`src/rtl/mva_pkg.sv`:
```
package mva_pkg;

    localparam int MAX_VERTICES = 128;
    localparam int MAX_KEYS     = 16;
    localparam int MAX_FRAMES   = 64;

    localparam int VIDX_W  = 7;
    localparam int KIDX_W  = 4;
    localparam int FIDX_W  = 6;
    localparam int COMP_W  = 16;
    localparam int CFG_W   = 32;
    localparam int FCNT_W  = 7;

    // integer part of the 16.16 animation time
    localparam int TIME_INT_W = CFG_W / 2;

    localparam int VADDR_W = $clog2(MAX_VERTICES);
    localparam int FRAME_W = $clog2(MAX_FRAMES);
    localparam int IADDR_W = $clog2(MAX_KEYS * MAX_FRAMES);
    localparam int VTX_W   = 3 * COMP_W;
    localparam int PROD_W  = 2 * COMP_W;

    // influence is 4.12 fixed point
    localparam int INFL_FRAC = 12;

    localparam int CMD_Q_DEPTH = 4;
    localparam int CMD_Q_AW    = $clog2(CMD_Q_DEPTH);
    localparam int RES_Q_DEPTH = 2;
    localparam int RES_Q_AW    = $clog2(RES_Q_DEPTH);

    // register select, paddr[2]
    typedef enum logic {
        REG_ANIM_TIME   = 1'b0,
        REG_FRAME_COUNT = 1'b1
    } t_reg;

    typedef enum logic [1:0] {
        FN_LOAD_VTX  = 2'd0,
        FN_LOAD_INFL = 2'd1,
        FN_APPLY     = 2'd2,
        FN_READ      = 2'd3
    } t_func;

    typedef enum logic [2:0] {
        OP_NOP,
        OP_WR_VTX,
        OP_WR_INFL,
        OP_APPLY,
        OP_READ
    } t_op;

    typedef enum logic [1:0] {
        ST_IDLE,
        ST_MUL,
        ST_WB,
        ST_OUT
    } t_bstate;

    typedef struct packed {
        t_op                 op;
        logic [VIDX_W-1:0]   vidx;
        logic                v_ok;
        logic [IADDR_W-1:0]  iaddr;
        logic [COMP_W-1:0]   x;
        logic [COMP_W-1:0]   y;
        logic [COMP_W-1:0]   z;
        logic [COMP_W-1:0]   w;
    } t_cmd;

    typedef struct packed {
        logic [VIDX_W-1:0] idx;
        logic [COMP_W-1:0] x;
        logic [COMP_W-1:0] y;
        logic [COMP_W-1:0] z;
    } t_res;

    // command queue head, front to back
    typedef struct packed {
        logic valid;
        t_cmd cmd;
    } t_cmd_head;

    // result handoff, back to result queue
    typedef struct packed {
        logic push;
        t_res res;
    } t_res_push;

endpackage

```
`src/rtl/mva_resq.sv`:
```
module mva_resq import mva_pkg::*; (
    input  logic       i_clk,
    input  logic       i_rst_n,
    input  t_res_push  i_in,
    output logic       o_full,
    output logic       o_empty,
    input  logic       i_pop,
    output t_res       o_res
);

    t_res                r_q [RES_Q_DEPTH];
    logic [RES_Q_AW-1:0] r_wp, r_rp;
    logic [RES_Q_AW:0]   r_cnt;
    logic                w_push, w_pop;

    assign o_full  = (r_cnt == (RES_Q_AW + 1)'(RES_Q_DEPTH));
    assign o_empty = (r_cnt == '0);
    assign w_push  = i_in.push && !o_full;
    assign w_pop   = i_pop && !o_empty;

    always_ff @(posedge i_clk) begin
        if (!i_rst_n) begin
            r_wp  <= '0;
            r_rp  <= '0;
            r_cnt <= '0;
        end else begin
            if (w_push) r_wp <= r_wp + RES_Q_AW'(1);
            if (w_pop)  r_rp <= r_rp + RES_Q_AW'(1);
            r_cnt <= r_cnt + (RES_Q_AW + 1)'(w_push) - (RES_Q_AW + 1)'(w_pop);
        end
    end

    always_ff @(posedge i_clk) begin
        if (w_push) begin
            r_q[r_wp] <= i_in.res;
        end
    end

    assign o_res = r_q[r_rp];

endmodule

```
`config.mk`:
```
export PLATFORM = sky130hd
export DESIGN_NAME = mva_resq
export DESIGN_NICKNAME = d
export VERILOG_FILES = /design/src/rtl/mva_pkg.sv /design/src/rtl/mva_resq.sv
export SDC_FILE = /design/constraint.sdc
export NUM_CORES = 1
export LEC_CHECK = 0
export BUFFER_PORTS_ARGS = -buffer_cell sky130_fd_sc_hd__clkbuf_2
export CAP_MARGIN = 10
export CORE_MARGIN = 2
export CORE_UTILIZATION = 50
export DETAILED_ROUTE_END_ITERATION = 8
export GPL_ROUTABILITY_DRIVEN = 0
export GPL_TIMING_DRIVEN = 0
export PLACE_DENSITY = 0.87
export SLEW_MARGIN = 25
export SYNTH_ARGS = -nofsm -noshare
export SYNTH_HDL_FRONTEND = slang
export SYNTH_SLANG_ARGS = --single-unit
```
`constraint.sdc`:
```
create_clock -name i_clk -period 8.9 [get_ports i_clk]
set_input_delay 0.89 -clock i_clk [delete_from_list [all_inputs] [get_ports i_clk]]
set_output_delay 0.89 -clock i_clk [all_outputs]
set_load 0.02 [all_outputs]
```
======== Word level (Yosys, flattened, before mapping) ========
Memory sizes are Yosys's and may differ from the RTL's. A register that Yosys moved wholly into a read port is not among the register bits.
Cells that the tools add are included.
storage, ports and cells
  register bits after elaboration ......... 4
  bits in writable memories ............... 110
  output and inout port bits .............. 57
  word-level logic and storage cells ...... 18
  memories ................................ 1
memory list
  memory  depth  width  rd ports  clocked after Yosys merged registers in  write ports  RTL line        source
  r_q     2      55     1         1                                        1            mva_resq.sv:11  t_res r_q [RES_Q_DEPTH];
cells by class
  add/sub/neg operators ................... 4
  equal/unequal tests ..................... 1
  mux-type cells .......................... 4
  reductions and logical operators ........ 5
operator list
  operator                              count
  2-to-1 mux 1 bit                      4
  adder 1 bit, second input constant    2
  adder 2 x 1 -> 2 bit                  1
  == test 2 bit, second input constant  1
  logical AND 1 bit                     2
  logical NOT 1 bit                     2
  logical NOT 2 bit                     1
  subtractor 2 x 1 -> 2 bit             1

======== Longest topological paths before layout ========
  word-level depth ........................ 5
  depth in mapped cells ................... 8
  depth with buffers taken out ............ 8

======== Least setup slack after synthesis ========
Ideal clock, no wire load.
  path type ............................... input to register
  start point ............................. in i_in[55] in the netlist's numbering
  end point ............................... mem r_q[0][0] in the netlist's numbering (enable)
  setup time .............................. 0.468 ns
  data arrival time ....................... 3.289 ns
  required time ........................... 8.432 ns
  path slack .............................. 5.144 ns
  cell stages on the path ................. 2
  path buffers ............................ 0
  path through ............................ nand2_1 -> nor2_1
on the way
  longest elaborated chain between the ends .. 3
RTL lines
  element                                 RTL line        source
  from (decl)                             mva_resq.sv:4   input t_res_push i_in,
  logical AND 1 bit                       mva_resq.sv:18  assign w_push = i_in.push && !o_full;
  2-to-1 mux 1 bit                        mva_resq.sv:34  if (w_push) begin
  2-to-1 mux 1 bit (implied by the code)  mva_resq.sv:35  r_q[r_wp] <= i_in.res;
  to (decl)                               mva_resq.sv:11
No other way between the ends.

==> impl_metrics.env <==
export IMPL_tns_ns=0
export IMPL_routed_via_density=4.83
export IMPL_grt_max_degree=30
export IMPL_yosys_warnings=0
export IMPL_io_buffers=115
export IMPL_io_pins=116
export IMPL_vdd_ir_drop_max_uv=202
export IMPL_worstSkewPairLatency_ns=0.50
export IMPL_status="complete, no violations"
export IMPL_synth_top_cell_by_area="edfxtp_1"
export IMPL_core_area_mm2=0.00868
export IMPL_seq_area_frac_synth=0.764
export IMPL_fin_hold_ws_ns=0.532
export IMPL_nNetsFinal=396
export IMPL_start_util=0.513
export IMPL_diodes=0
export IMPL_synthCells=198
export IMPL_antenna_found_initial=0
export IMPL_die_area_mm2=0.00968
export IMPL_clock_skew_ns=0.0135
export IMPL_wirelength_mm=7.21
export IMPL_die_y_um=98.4
export IMPL_synth_nets=259
export IMPL_cts_path_max_buffers=2
export IMPL_path_class="register to primary output"
export IMPL_critPathBufInv=3
export IMPL_worst_endpoint_required_ns=8.01
export IMPL_maxSlewViolCount=0
export IMPL_cts_htree_levels=4
export IMPL_powerDensity_mw_per_mm2=336
export IMPL_overflow=0
export IMPL_grt_pass1_vias=2356
export IMPL_cts_root_buf="clkbuf_8"
export IMPL_cts_resized=0
export IMPL_cts_hold_buf=0
export IMPL_setup_violations=0
export IMPL_drcViolationCount=0
export IMPL_slew_headroom=0.565
export IMPL_path_cells="buf_6 -> buf_12 -> mux2_4 -> clkbuf_2"
export IMPL_clkSinkCount=115
export IMPL_area_growth_pct=31.0
export IMPL_maxCapViolCount=0
export IMPL_slowest_stage="dfxtp_1"
export IMPL_netlist_area_mm2=0.00446
export IMPL_grt_use_total=0.159
export IMPL_crit_arrival_ns=1.66
export IMPL_p_leak_uw=0.00236
export IMPL_holdCritStartpoint="r_wp"
export IMPL_synth_avg_cell_area_um2=22.5
export IMPL_rsz0062_at_grt="false"
export IMPL_numCtsBuffers=17
export IMPL_cts_tree="done"
export IMPL_detail_route_antenna_nets=0
export IMPL_rows=34
export IMPL_grt_pass1_wl_mm=11.4
export IMPL_post_cts_setup_buffers=0
export IMPL_worstHoldPathType="register to register"
export IMPL_via_count=2202
export IMPL_dp_final_hpwl_mm=4.86
export IMPL_critPathLaunchType="register"
export IMPL_timing_final_crit_share=0.286
export IMPL_max_stage_delay_ns=0.32
export IMPL_drtIter0Drc=88
export IMPL_reg2reg_from="r_cnt[0]"
export IMPL_finalPower_uw=1960
export IMPL_crit_fanout=10
export IMPL_fmax_ghz=0.393
export IMPL_hold_viol=0
export IMPL_critical_path_top_delay_family="buffers and inverters"
export IMPL_path_clk_slew_ns=0.05
export IMPL_fin_crit_ns=2.55
export IMPL_setup_worst_path_end_class="primary output"
export IMPL_drive_above_1_share=0.606
export IMPL_worstMarginPinSlew_ns=0.650
export IMPL_routedWlPerCell_um=15.8
export IMPL_synthTopCellsByArea="edfxtp_1 (74%), mux2_4 (17%), buf_12 (2.2%)"
export IMPL_die_x_um=98.4
export IMPL_ys_types=18
export IMPL_first_pass_iters=4
export IMPL_synth_top_area_frac=0.741
export IMPL_ys_seq_elements=115
## power by group
part	internal, µW	total, µW	switching (µW)
Sequential	698	724	25.8
Combinational	279	588	309
Clock	425	652	227
Total	1400	1960	562
## cells in the mapped netlist, drive strengths merged
library cell	instances
o21a	1
edfxtp	110
and3	1
and2	2
inv	3
buf	6
mux2	55
mux2i	1
xor2	1
ha	2
nor2	5
nand2	2
nor3	1
dfxtp	5
xnor2	1
nand2b	2
## final cells by class
| class | instances | area [µm²] |
|---|---|---|
| multi-input combinational | 74 | 942 |
| clock buffer | 19 | 422 |
| tap | 108 | 135 |
| inverter | 3 | 11.3 |
| sequential | 115 | 3400 |
| fill | 611 | 2840 |
| clock inverter | 13 | 161 |
| timing repair buffer | 118 | 651 |
| buffer | 6 | 111 |
## worst paths after layout
kind	depth (start not counted)	slack (ns)	to
min	2	0.53	r_wp
min reg2reg	2	0.53	r_wp
max reg2reg	4	7.10	r_q[0][10]
max	4	6.35	o_res[9]
## state kept, by name, indices dropped and copies added (netlist names), named ones only
signal and flops:
r_q 110, r_rp 1, r_wp 1, r_cnt 2
## cells by family (layout without fill, tap and decap cells)
| group | count (synthesis) | count (layout) | synth area share |
|---|---|---|---|
| AND/OR/NAND/NOR | 13 | 13 | 0.0140 |
| AO/OA/AOI/OAI | 1 | 1 | 0.00169 |
| flip-flops | 115 | 115 | 0.764 |
| adder cells (fa/ha/maj) | 2 | 2 | 0.00562 |
| multiplexers | 56 | 56 | 0.183 |
| buffers and inverters | 9 | 159 | 0.0275 |
| XOR/XNOR | 2 | 2 | 0.00393 |
## cell usage in the layout, fill, tap and decap left out, drive strengths merged, types with 2 or more instances in the layout
master      n
mux2       55
inv         3
nand2b      2
dfxtp       5
nor2        5
edfxtp    110
nand2       2
bufinv      3
ha          2
and2        2
clkinvlp    4
clkbuf    134
clkinv      6
buf         9
## through the flow
step                instance area, µm²  worst slack (ns)  std cells  utilization
CTS                               5840              6.31        456        0.673
global route                      5840              6.27        456        0.673
floorplan                         4460              5.14        198            -
detailed placement                5250              6.66        424        0.605
finish                            5840              6.35        456        0.673
global placement                  5170              3.94        421        0.595
## layer usage
metal / routed length (µm) / global-route usage / vias to the layer above
met5: 0 / 0 / -
met4: 98 / 0.0780 / 0
met3: 363 / 0.0523 / 9
met2: 3740 / 0.263 / 79
met1: 3000 / 0.187 / 1062
li1: - / - / 1052
## tightest hold or removal path: cells and delay by family (launching register included)
| family | cells | cell delay, ns |
|---|---|---|
| AND/OR/NAND/NOR | 1 | 0.08 |
| multiplexers | 1 | 0.06 |
| flip-flops | 1 | 0.35 |
(Power assumes the default switching activity.)
